**config.mk**
```make
export PLATFORM = sky130hd
export DESIGN_NAME = cdq_ptr
export DESIGN_NICKNAME = d
export VERILOG_FILES = /design/src/rtl/cdq_pkg.sv /design/src/rtl/cdq_ptr.sv
export SDC_FILE = /design/constraint.sdc
export NUM_CORES = 1
export LEC_CHECK = 0
export BUFFER_PORTS_ARGS = -buffer_cell sky130_fd_sc_hd__buf_2
export CAP_MARGIN = 20
export CORE_AREA = 2 2 80 82
export CTS_CLUSTER_DIAMETER = 120
export DETAILED_ROUTE_END_ITERATION = 8
export DIE_AREA = 0 0 82 84
export PLACE_DENSITY_LB_ADDON = 0.3
export SLEW_MARGIN = 5
export SYNTH_ARGS = -nofsm -noshare
export SYNTH_HDL_FRONTEND = slang
export SYNTH_SLANG_ARGS = --single-unit
```
**constraint.sdc**
```tcl
create_clock -name clk_i -period 3.47 [get_ports clk_i]
set_input_delay 0.5205 -clock clk_i [delete_from_list [all_inputs] [get_ports clk_i]]
set_output_delay 0.5205 -clock clk_i [all_outputs]
set_load 0.03 [all_outputs]
```
**src/rtl/cdq_pkg.sv**
```systemverilog
`timescale 1ns / 1ps

package cdq_pkg;

  localparam int unsigned DATA_W   = 32;
  localparam int unsigned ACTION_W = 3;
  localparam int unsigned CAP_W    = 10;

  localparam logic [CAP_W-1:0] CAP_RESET = CAP_W'(1023);

  // Action codes; anything else behaves as no action
  localparam logic [ACTION_W-1:0] ACT_NONE      = 3'd0;
  localparam logic [ACTION_W-1:0] ACT_INS_FRONT = 3'd1;
  localparam logic [ACTION_W-1:0] ACT_INS_REAR  = 3'd2;
  localparam logic [ACTION_W-1:0] ACT_DEL_FRONT = 3'd3;
  localparam logic [ACTION_W-1:0] ACT_DEL_REAR  = 3'd4;

  // Reported for both ends while the deque is empty
  localparam logic signed [DATA_W-1:0] EMPTY_WORD = '1;

  typedef struct packed {
    logic [ACTION_W-1:0]      action;
    logic signed [DATA_W-1:0] value;
  } in_item_t;

  typedef struct packed {
    logic                     ok;
    logic                     is_empty;
    logic                     is_full;
    logic signed [DATA_W-1:0] front_value;
    logic signed [DATA_W-1:0] rear_value;
  } out_item_t;

  typedef struct packed {
    logic ok;
    logic empty;
    logic full;
  } cdq_status_t;

endpackage

```
**src/rtl/cdq_ptr.sv**
```systemverilog
`timescale 1ns / 1ps

module cdq_ptr #(
  parameter int unsigned RING_SLOTS = 1024
) (
  input  logic                          clk_i,
  input  logic                          rst_ni,
  input  logic                          step_i,
  input  logic [cdq_pkg::ACTION_W-1:0]  action_i,
  input  logic                          cfg_we_i,
  input  logic [cdq_pkg::CAP_W-1:0]     cfg_cap_i,
  output logic                          wr_en_o,
  output logic [$clog2(RING_SLOTS)-1:0] wr_addr_o,
  output logic [$clog2(RING_SLOTS)-1:0] front_addr_o,
  output logic [$clog2(RING_SLOTS)-1:0] rear_addr_o,
  output cdq_pkg::cdq_status_t          status_o
);

  import cdq_pkg::*;

  localparam int unsigned PW   = $clog2(RING_SLOTS);
  localparam int unsigned CMPW = (PW > CAP_W) ? PW : CAP_W;
  localparam int unsigned MAX_LAST = RING_SLOTS - 1;
  localparam logic [PW-1:0] LAST_RST =
    PW'((MAX_LAST < 1023) ? MAX_LAST : 1023);

  // last_q is the highest slot index: the effective capacity
  logic [PW-1:0] head_q, head_d;
  logic [PW-1:0] tail_q, tail_d;
  logic [PW-1:0] last_q, last_d;
  logic          ok_q, ok_d;

  logic [CMPW-1:0] cap_ext;
  logic            empty_cur;
  logic            full_cur;
  logic [PW-1:0]   tail_next;

  function automatic logic [PW-1:0] ring_next(logic [PW-1:0] p, logic [PW-1:0] last);
    ring_next = (p == last) ? '0 : p + PW'(1);
  endfunction

  function automatic logic [PW-1:0] ring_prev(logic [PW-1:0] p, logic [PW-1:0] last);
    ring_prev = (p == '0) ? last : p - PW'(1);
  endfunction

  assign cap_ext   = CMPW'(cfg_cap_i);
  assign tail_next = ring_next(tail_q, last_q);
  assign empty_cur = (head_q == tail_q);
  assign full_cur  = (tail_next == head_q);

  always_comb begin
    head_d    = head_q;
    tail_d    = tail_q;
    last_d    = last_q;
    ok_d      = ok_q;
    wr_en_o   = 1'b0;
    wr_addr_o = head_q;
    if (cfg_we_i) begin
      head_d = '0;
      tail_d = '0;
      if (cap_ext == '0) begin
        last_d = PW'(1);
      end else if (cap_ext > CMPW'(MAX_LAST)) begin
        last_d = PW'(MAX_LAST);
      end else begin
        last_d = PW'(cap_ext);
      end
    end else if (step_i) begin
      ok_d = 1'b1;
      case (action_i)
        ACT_INS_FRONT: begin
          if (full_cur) begin
            ok_d = 1'b0;
          end else begin
            wr_en_o   = 1'b1;
            wr_addr_o = head_q;
            head_d    = ring_prev(head_q, last_q);
          end
        end
        ACT_INS_REAR: begin
          if (full_cur) begin
            ok_d = 1'b0;
          end else begin
            wr_en_o   = 1'b1;
            wr_addr_o = tail_next;
            tail_d    = tail_next;
          end
        end
        ACT_DEL_FRONT: begin
          if (empty_cur) begin
            ok_d = 1'b0;
          end else begin
            head_d = ring_next(head_q, last_q);
          end
        end
        ACT_DEL_REAR: begin
          if (empty_cur) begin
            ok_d = 1'b0;
          end else begin
            tail_d = ring_prev(tail_q, last_q);
          end
        end
        default: begin
        end
      endcase
    end
  end

  always_ff @(posedge clk_i or negedge rst_ni) begin
    if (!rst_ni) begin
      head_q <= '0;
      tail_q <= '0;
      last_q <= LAST_RST;
      ok_q   <= 1'b0;
    end else begin
      head_q <= head_d;
      tail_q <= tail_d;
      last_q <= last_d;
      ok_q   <= ok_d;
    end
  end

  assign front_addr_o   = ring_next(head_q, last_q);
  assign rear_addr_o    = tail_q;
  assign status_o.ok    = ok_q;
  assign status_o.empty = empty_cur;
  assign status_o.full  = full_cur;

endmodule

```
==> results.md, run 1 <==
* CP Max Fanout at 7
* DR iter-0 viols at 413
* # DRC at 0
* Router iterations before antenna repair at 6
* Outcome: finished clean
* Placed Cells incl. Taps at 550
* Layout cell share with drive strength beyond 1 at 38.5%
* EDFF count, synth at 0
* Max H-tree Level at 2
* Count leader, synth: xnor2_1
* Fin crit share at 99.1%
* Synth Cell Area at 0.00344 mm^2
* Critical path required time at 2950 ps
* LEAKAGE at 1.78 nW
* Period minus WS final at 3440 ps
* Max stage delay on crit path at 430 ps
* Post-route ant nets at 0
* Most common cell on crit path: buf_6
* Global-route wire length before repair at 16.7 mm
* Area after DPL at 0.00388 mm^2
* Multi-input combinational cell area at 0.00255 mm^2
* Clock transition at path regs at 70 ps
* R2r worst-path depth at 8
* Ys flop type: dfrtp_1
* Synthesis-to-layout area growth at 25.0%
* Clock buffer depth at 2
* Clk_skew at 5.61 ps
* Routed vias at 3619
* Crit-path cells: buf_6, xnor2_2, nand4_1, nor4_4, buf_6, buf_6, a211o_1, o221ai_4, o2111a_2, or2_4, o31ai_4, buf_6
* PD cells at 599 mW/mm^2
* N_diodes at 0
* Crit-path slowest cell: dfrtp_1
* Slew @ Worst Pin at 735 ps
* Final instance area at 0.00430 mm^2
* DIE AREA at 0.00689 mm^2
* Setup Total Neg Slack at 0 ps
* Largest area contributor in the netlist: dfrtp_1
* Crit Path Class: register to primary output
* CP arrival at 2920 ps
* Avg Cell Area, Syn at 8.10 um^2
* Bufs and invs on worst path at 4
* Clock buffer count from CTS at 5
* MaxCap Viol Count at 0
* Initial Util at 56.5%
* Worst Hold Class: input pin to async pin
* Final Net Count at 519
* Clk pwr share at 11.1%
* Ys Warns at 0
* Synth Register Bits at 31
* Endpoint class of the critical path: primary output
* Gr ovfl total at 0
* Top-area cell type share of the netlist area at 15.3%
* Switch Pwr at 1.29 mW
* Critical Path Start: rear_addr_o[0]
* CTS Hold Buffers Added at 0
* Drt total wl at 10.9 mm
* Worst slack, placed at -33.9 ps
* P_int at 1.29 mW
* Clock Latency Late Sink at 290 ps
* Reg2Reg Setup Slack at 460 ps
* Final Max Tran Viols at 0
* Worst vdd ir at 418 uV
* Number of global-route vias before repair at 3296
* Antenna violations before repair at 0
* Slew headroom at 51.0%
* Die Wd at 82 um
* Ports at 51
* Cell Rows at 29
* Post-Layout Cell Count at 576
* Final Worst Setup Slack at 31.4 ps
* Sink Count at 31
* Largest net degree at the start of global routing at 32
* Synth cell types at 74
* Total power draw at 2.58 mW
* Setup-failing EPs final at 0
* Post-DP HPWL at 7.73 mm
* Max Freq at 291 MHz
* GPL Wtd Cong at 0.944
* Cells after Synth at 425
* Total Routing Usage GR at 31.4%
* TritonCTS clock tree: built
* Final hold viol count at 0
* Worst r2r src: rear_addr_o[2]
* Seq/Total Area, Yosys at 22.9%
* Filler instances at 506
* Hold WS at 292 ps
* Reg area at 795 um^2
* Crit start category: register
* Port buffer count at 50
* Final core area utilization at 70.6%
* Post-synth top cells: xnor2_1 (44), nor2_1 (41), nand2_1 (39)
* Die Y at 84 um
* Family with the most delay on the worst path: simple AND/OR/NAND/NOR gates
* R2r endpoint: rear_addr_o[6]
* Synth top area cells: dfrtp_1 (15%), xnor2_1 (11%), dfstp_2 (7.6%)
* Post-Syn Nets at 446
* DR vias/cell at 6.28
* Routed len/inst at 19.0 um
* Comb pwr share at 67.5%
* Sequential power share at 21.4%
* Switching Fraction at 50.1%
* RSZ-0062 raised after global routing: true
* Synth async-reset ratio at 100%
* Core region area at 0.00610 mm^2
* Root buffer cell: clkbuf_8
## layout by cell type (no fill, tap or decap), drive strengths merged, types with 3 or more instances in the layout
cell type	count
and2	3
a211o	4
a21oi	25
o21ai	25
xnor2	45
mux2	14
o22ai	3
inv	13
clkbuf	7
a22oi	3
a31oi	4
o211ai	6
nand3	14
or2	6
nor3	13
buf	107
or4	4
mux2i	4
xor2	16
ha	4
nand2	39
or3	5
dfstp	10
o31ai	13
nor2	42
dfrtp	21
nand4	9
nor4	8
## repair_timing
action / 4_1_cts / 5_1_grt
gates cloned: 1 / 1
endpoints found under the setup margin: 7 / 7
pin swaps: 2 / 11
setup buffers: 4 / 12
gates resized for setup: 9 / 42
## area by class of cell
class / instances / share of cell area (%)
Multi-Input combinational cell: 340 / 59.3
Sequential cell: 31 / 18.5
Timing Repair Buffer: 107 / 17.0
Tap cell: 77 / 2.24
Clock buffer: 7 / 1.77
Inverter: 13 / 1.13
Clock inverter: 1 / 0.116
## logic make-up after synthesis
group	after synthesis	share of synthesized area, %
buffers and inverters	55	8.39
and+or+nand+nor	159	25.4
AOI/OAI and AO/OA	97	19.8
muxes	18	5.74
DFF	31	22.9
xor gates and xnor gates	61	16.3
adders and majority gates	4	1.45
## registers in the layout, summed over array words and instances (netlist names)
signal       count
head_q          10
last_q          10
rear_addr_o     10
ok_q             1
## layer usage
layer / up-vias / GRT usage (%) / share of wire, %
met5: - / 0 / 0
met4: 0 / 12.9 / 3.6
met3: 38 / 3.79 / 8.5
met2: 219 / 48.4 / 46
met1: 1718 / 44.0 / 42
li1: 1644 / - / -
## power by group through the flow
| stage | registers (mW) | logic (mW) | clock network (mW) |
|---|---|---|---|
| global placement | 0.547 | 1.55 | 0 |
| floorplan | 0.501 | 1.21 | 0 |
| CTS | 0.544 | 1.60 | 0.289 |
| detailed placement | 0.551 | 1.58 | 0 |
| global route | 0.558 | 1.87 | 0.302 |
| finish | 0.552 | 1.74 | 0.285 |
## worst max-delay path by stage
stage / end / slack (ps) / cells after the start
2_1_floorplan: wr_addr_o[0] / -190 / 10
3_3_place_gp: wr_addr_o[3] / 100 / 11
3_5_place_dp: wr_addr_o[3] / -30 / 11
4_1_cts: wr_addr_o[3] / 3 / 13
5_1_grt: wr_addr_o[1] / -110 / 13
6_report: wr_addr_o[4] / 30 / 12
No activity file was read; power rests on OpenSTA's default activity.
==> inputs of run 2 (changes only) <==
--- a/config.mk
+++ b/config.mk
@@ -7,10 +7,12 @@
 export LEC_CHECK = 0
 export BUFFER_PORTS_ARGS = -buffer_cell sky130_fd_sc_hd__buf_2
 export CAP_MARGIN = 20
-export CORE_AREA = 2 2 80 82
+export CELL_PAD_IN_SITES_DETAIL_PLACEMENT = 2
+export CELL_PAD_IN_SITES_GLOBAL_PLACEMENT = 2
+export CORE_AREA = 2 2 109 111
 export CTS_CLUSTER_DIAMETER = 120
 export DETAILED_ROUTE_END_ITERATION = 8
-export DIE_AREA = 0 0 82 84
+export DIE_AREA = 0 0 111 113
 export PLACE_DENSITY_LB_ADDON = 0.3
 export SLEW_MARGIN = 5
 export SYNTH_ARGS = -nofsm -noshare
==> constraint.sdc (replaced) <==
create_clock -name clk_i -period 2.8 [get_ports clk_i]
set_input_delay 0.42 -clock clk_i [delete_from_list [all_inputs] [get_ports clk_i]]
set_output_delay 0.42 -clock clk_i [all_outputs]
set_load 0.03 [all_outputs]
==> run 2 against run 1 <==
Compared with the run above:
- global-route usage shrank 3.4 points
- clock skew grew 4.6 ps
- count of clock-buffer cells in the layout is the same
- first-iteration DRC count shrank 10%
- non-clock buffer count grew 59
- the flow now finishes with violations (setup timing)
- register-to-register slack lost 940 ps
- worst hold slack lost 55 ps
- combinational power grew 63%
- sequential share of layout area shrank 3.3 points
- clock power grew 93%
- sequential cell count is the same
- cell count grew 22%
==> results.md, run 2 (synthesis gave the netlist of run 1 again) <==
* Max stage delay on crit path at 520 ps
* Final Net Count at 578
* Endpoint class of the critical path: primary output
* Crit start category: register
* Die Y at 113 um
* # DRC at 0
* Router iterations before antenna repair at 5
* Period minus WS final at 3580 ps
* Port buffer count at 50
* Synthesis-to-layout area growth at 52.7%
* Clock buffer depth at 2
* Filler instances at 1237
* Layout cell share with drive strength beyond 1 at 50.2%
* Worst Hold Class: input pin to async pin
* Commonest non-fill, non-tap cell in the layout: buf_4
* Routed vias at 4183
* Fin crit share at 128%
* Ports at 51
* Crit Path Class: register to primary output
* TritonCTS clock tree: built
* Clk_skew at 10.2 ps
* DR vias/cell at 5.97
* Global-route wire length before repair at 27.0 mm
* Root buffer cell: clkbuf_16
* Sink Count at 31
* Bufs and invs on worst path at 4
* Total Routing Usage GR at 28.1%
* Setup Total Neg Slack at -13240 ps
* Post-route ant nets at 0
* Max Freq at 279 MHz
* RSZ-0062 raised after global routing: true
* Outcome: finished, violations left
* N_diodes at 0
* Cell Rows at 39
* Clock Latency Late Sink at 290 ps
* Number of global-route vias before repair at 4443
* Crit-path slowest cell: dfrtp_2
* Final hold viol count at 0
* Post-DP HPWL at 12.1 mm
* Core region area at 0.0113 mm^2
* CP arrival at 3160 ps
* Die Wd at 111 um
* Slew headroom at 43.8%
* Largest net degree at the start of global routing at 32
* Gr ovfl total at 0
* Failing checks: setup timing
* Family with the most delay on the worst path: simple AND/OR/NAND/NOR gates
* DR iter-0 viols at 371
* Setup-failing EPs final at 33
* CP Max Fanout at 6
* GPL Wtd Cong at 0.891
* MaxCap Viol Count at 0
* DIE AREA at 0.0125 mm^2
* Crit-path cells: xnor2_1, nand4_1, nor4_4, buf_4, buf_6, buf_6, a31oi_4, nor4_4, o2111a_2, or2_4, nand2_1, o31ai_4, buf_6
* Leading cell types in the layout, fill and taps excluded: buf_4 (96), nor2_1 (40), buf_2 (38)
* Final Worst Setup Slack at -778 ps
* Most common cell on crit path: buf_6
* Critical path required time at 2380 ps
* Max H-tree Level at 2
* Clock buffer count from CTS at 5
* Antenna violations before repair at 1
* Initial Util at 30.5%
* LEAKAGE at 2.19 nW
* Drt total wl at 20.8 mm
* Slew @ Worst Pin at 843 ps
* Final core area utilization at 46.7%
* PD cells at 781 mW/mm^2
* Routed len/inst at 29.7 um
* Final Max Tran Viols at 0
* Clock transition at path regs at 60 ps
* CTS Hold Buffers Added at 0
* Worst vdd ir at 374 uV
-- run 2: worst paths after layout --
check                                     from  cells after the start             end  slack [ps]
max in group asynchronous               rst_ni                      1  rear_addr_o[7]        1980
worst max-delay path            rear_addr_o[4]                     13    wr_addr_o[4]        -780
min in group clk_i                cfg_cap_i[4]                      2       last_q[4]         400
worst min-delay path                    rst_ni                      1  rear_addr_o[2]         240
worst min register to register            ok_q                      1            ok_q         500
worst max register to register  rear_addr_o[4]                     16  rear_addr_o[4]        -480
-- run 2: through the flow --
stage	power [mW]	hold WS, ps	setup WS [ps]	area, um^2	instances
after floorplan	2.16	124	-260	3590	425
final	4.11	237	-778	5260	701
after detailed placement	2.95	486	-349	4430	663
after global placement	2.86	481	-187	4430	663
after global routing	4.27	284	-852	5260	701
after CTS	3.66	268	-581	4810	683
-- run 2: layout make-up --
cell class	count	area, um^2	share of cell area [%]
multi-input cells	340	2790	53.1
repair buffers	166	1300	24.7
flip-flops and latches	31	798	15.2
well taps	143	179	3.40
clock buffers	7	133	2.52
inverters	13	51.3	0.975
clock inverters	1	5.00	0.0952
-- run 2: what timing repair did --
action	CTS	global route
resized for setup	39	69
setup buffers	11	16
pin swaps	9	20
endpoints found under the setup margin	20	33
cloned	2	3
-- run 2: power by group --
group | internal, mW | switching, mW
combinational | 1.11 | 1.73
clock | 0.329 | 0.220
sequential | 0.540 | 0.176
total | 1.98 | 2.13
-- run 2: routing by layer --
metal  GRT usage, %  up-vias  part of all wire (%)
li1               -     1757                     -
met1           33.7     2150                    40
met2           52.0      203                    50
met3           3.59       73                   4.8
met4           9.25        0                   5.3
met5              0        -                     0
==> inputs of run 3 (changes only) <==
--- a/config.mk
+++ b/config.mk
@@ -5,14 +5,14 @@
 export SDC_FILE = /design/constraint.sdc
 export NUM_CORES = 1
 export LEC_CHECK = 0
-export BUFFER_PORTS_ARGS = -buffer_cell sky130_fd_sc_hd__buf_2
 export CAP_MARGIN = 20
 export CELL_PAD_IN_SITES_DETAIL_PLACEMENT = 2
 export CELL_PAD_IN_SITES_GLOBAL_PLACEMENT = 2
-export CORE_AREA = 2 2 109 111
+export CORE_AREA = 2 2 103 105
 export CTS_CLUSTER_DIAMETER = 120
 export DETAILED_ROUTE_END_ITERATION = 8
-export DIE_AREA = 0 0 111 113
+export DIE_AREA = 0 0 105 107
+export DONT_BUFFER_PORTS = 1
 export PLACE_DENSITY_LB_ADDON = 0.3
 export SLEW_MARGIN = 5
 export SYNTH_ARGS = -nofsm -noshare
==> run 3 against run 2 <==
Compared with the run above:
- the flow still finishes with violations (setup timing)
- critical path type unchanged
- power is 2.4% higher
- fmax is 2.5% lower
- sequential cell count stayed put
- highest routed layer unchanged
- global-route usage is 6.9 points higher
- wire length is 7.8% higher
==> results.md, run 3 (synthesis gave the netlist of run 1 again) <==
* Outcome: finished, violations left
* Failing checks: setup timing
* Number of global-route vias before repair at 4569
* Worst r2r src: rear_addr_o[0]
* Post-DP HPWL at 12.1 mm
* Antenna violations before repair at 0
* Period minus WS final at 3670 ps
* Reg2Reg Setup Slack at -460 ps
* Sink Count at 31
* Switch Pwr at 2.24 mW
* Hold WS at 170 ps
* Max Freq at 273 MHz
* LEAKAGE at 2.08 nW
* N_diodes at 0
* CP arrival at 3250 ps
* Clock buffer count from CTS at 5
* Drt total wl at 22.4 mm
* MaxCap Viol Count at 0
* Port buffer count at 0
* Router iterations before antenna repair at 5
* PD cells at 809 mW/mm^2
* Clock Latency Late Sink at 340 ps
* Leading cell types in the layout, fill and taps excluded: buf_4 (110), xnor2_1 (39), nor2_1 (39)
* Critical Path Start: rear_addr_o[0]
* Crit Path Class: register to primary output
* Area after DPL at 0.00436 mm^2
* Worst Hold Class: input pin to register
* P_int at 1.97 mW
* Commonest non-fill, non-tap cell in the layout: buf_4
* Slew @ Worst Pin at 747 ps
* Clk_skew at 29.7 ps
* Final Worst Setup Slack at -869 ps
* Largest net degree at the start of global routing at 32
* DR iter-0 viols at 309
* Reg area at 800 um^2
* Endpoint class of the critical path: primary output
* Gr ovfl total at 0
* TritonCTS clock tree: built
* Final instance area at 0.00520 mm^2
* DR vias/cell at 6.37
* Global-route wire length before repair at 29.0 mm
* Clk pwr share at 12.8%
* Clock buffer depth at 2
* # DRC at 0
* Fin crit share at 131%
* RSZ-0062 raised after global routing: true
* Crit start category: register
* Ports at 51
* Final Net Count at 555
* GPL Wtd Cong at 0.872
* Comb pwr share at 69.9%
* Setup-failing EPs final at 34
* Multi-input combinational cell area at 0.00282 mm^2
* R2r endpoint: head_q[0]
* Synthesis-to-layout area growth at 51.1%
* Critical path required time at 2380 ps
* Total Routing Usage GR at 34.9%
* Routed vias at 4271
* Root buffer cell: clkbuf_8
* Final Max Tran Viols at 0
* Core region area at 0.0101 mm^2
* Max H-tree Level at 2
* R2r worst-path depth at 15
* Initial Util at 34.1%
* Cell Rows at 37
* Final core area utilization at 51.5%
* Clock transition at path regs at 110 ps
* Post-route ant nets at 0
* Filler instances at 1104
* DIE AREA at 0.0112 mm^2
* Routed len/inst at 33.4 um
* Die Wd at 105 um
* CP Max Fanout at 5
* Slew headroom at 50.0%
* Switching Fraction at 53.1%
* Sequential power share at 17.2%
* Total power draw at 4.21 mW
* Layout cell share with drive strength beyond 1 at 49.3%
* Final hold viol count at 0
* Worst vdd ir at 350 uV
* Die Y at 107 um
* Worst setup path endpoint: wr_addr_o[3]
==> run 3: cell count changes in the layout (fill, tap and decap cells not counted), moves of 3 or more <==
| cell | delta |
|---|---|
| clkbuf_8 | +6 |
| buf_2 | -38 |
| clkbuf_16 | -5 |
| xnor2_2 | -3 |
| buf_12 | +3 |
| xnor2_1 | +3 |
| buf_4 | +14 |
==> run 3: how the worst min path moves through the flow <==
stage | start | slack, ps | end | cells after the start
after floorplan | rst_ni | 120 | head_q[0] | 0
after global placement | rst_ni | 130 | rear_addr_o[5] | 0
after detailed placement | rst_ni | 130 | rear_addr_o[5] | 0
after CTS | cfg_we_i | 160 | last_q[0] | 1
after global routing | cfg_we_i | 170 | rear_addr_o[8] | 1
final | cfg_we_i | 170 | head_q[1] | 1
==> run 3: through the flow <==
step	worst slack [ps]	cells	TNS, ps
finish	-869	671	-14490
global route	-962	671	-17330
CTS	-585	655	-4230
detailed placement	-374	629	-3080
global placement	-179	629	-1130
floorplan	-260	425	-1270
==> run 3: critical path: stages (launching register included) <==
cell	delay [ps]
dfrtp_2	510
buf_12	150
buf_4	120
nand3_1	110
nor3_2	320
xnor2_2	170
a21oi_2	290
o221ai_4	180
o2111a_2	240
or2_4	310
buf_12	150
o31ai_4	190
buf_6	160
==> run 3: what timing repair did <==
| action | CTS | global route |
|---|---|---|
| gates cloned | 1 | 4 |
| hold endpoints to repair | 31 | 0 |
| gates resized for setup | 38 | 62 |
| buffers inserted | 17 | 13 |
| pin swaps | 27 | 18 |
| hold buffers | 2 | 0 |
| endpoints found under the setup margin | 25 | 32 |
==> run 3: power by group through the flow <==
stage                     Sequential [mW]  Clock [mW]  Combinational [mW]
after global placement              0.696           0                2.18
after global routing                0.727       0.546                3.03
after CTS                           0.705       0.520                2.45
after floorplan                     0.625           0                1.54
after detailed placement            0.709           0                2.29
final                               0.726       0.539                2.94
==> run 3: cell type report <==
cell class / instances / area share [%]
clock buffer: 6 / 1.59
tap: 136 / 3.27
multi-input combinational: 340 / 54.2
sequential: 31 / 15.4
clock inverter: 2 / 0.673
inverter: 13 / 0.938
timing repair buffer: 143 / 24.0
==> run 3: layer usage <==
| layer | GRT usage [%] | vias to the layer above | wire length (um) |
|---|---|---|---|
| met5 | 0 | - | 0 |
| met4 | 18.9 | 0 | 1600 |
| met3 | 6.75 | 134 | 1660 |
| met2 | 64.1 | 279 | 10900 |
| met1 | 37.8 | 2148 | 8290 |
| li1 | - | 1710 | - |
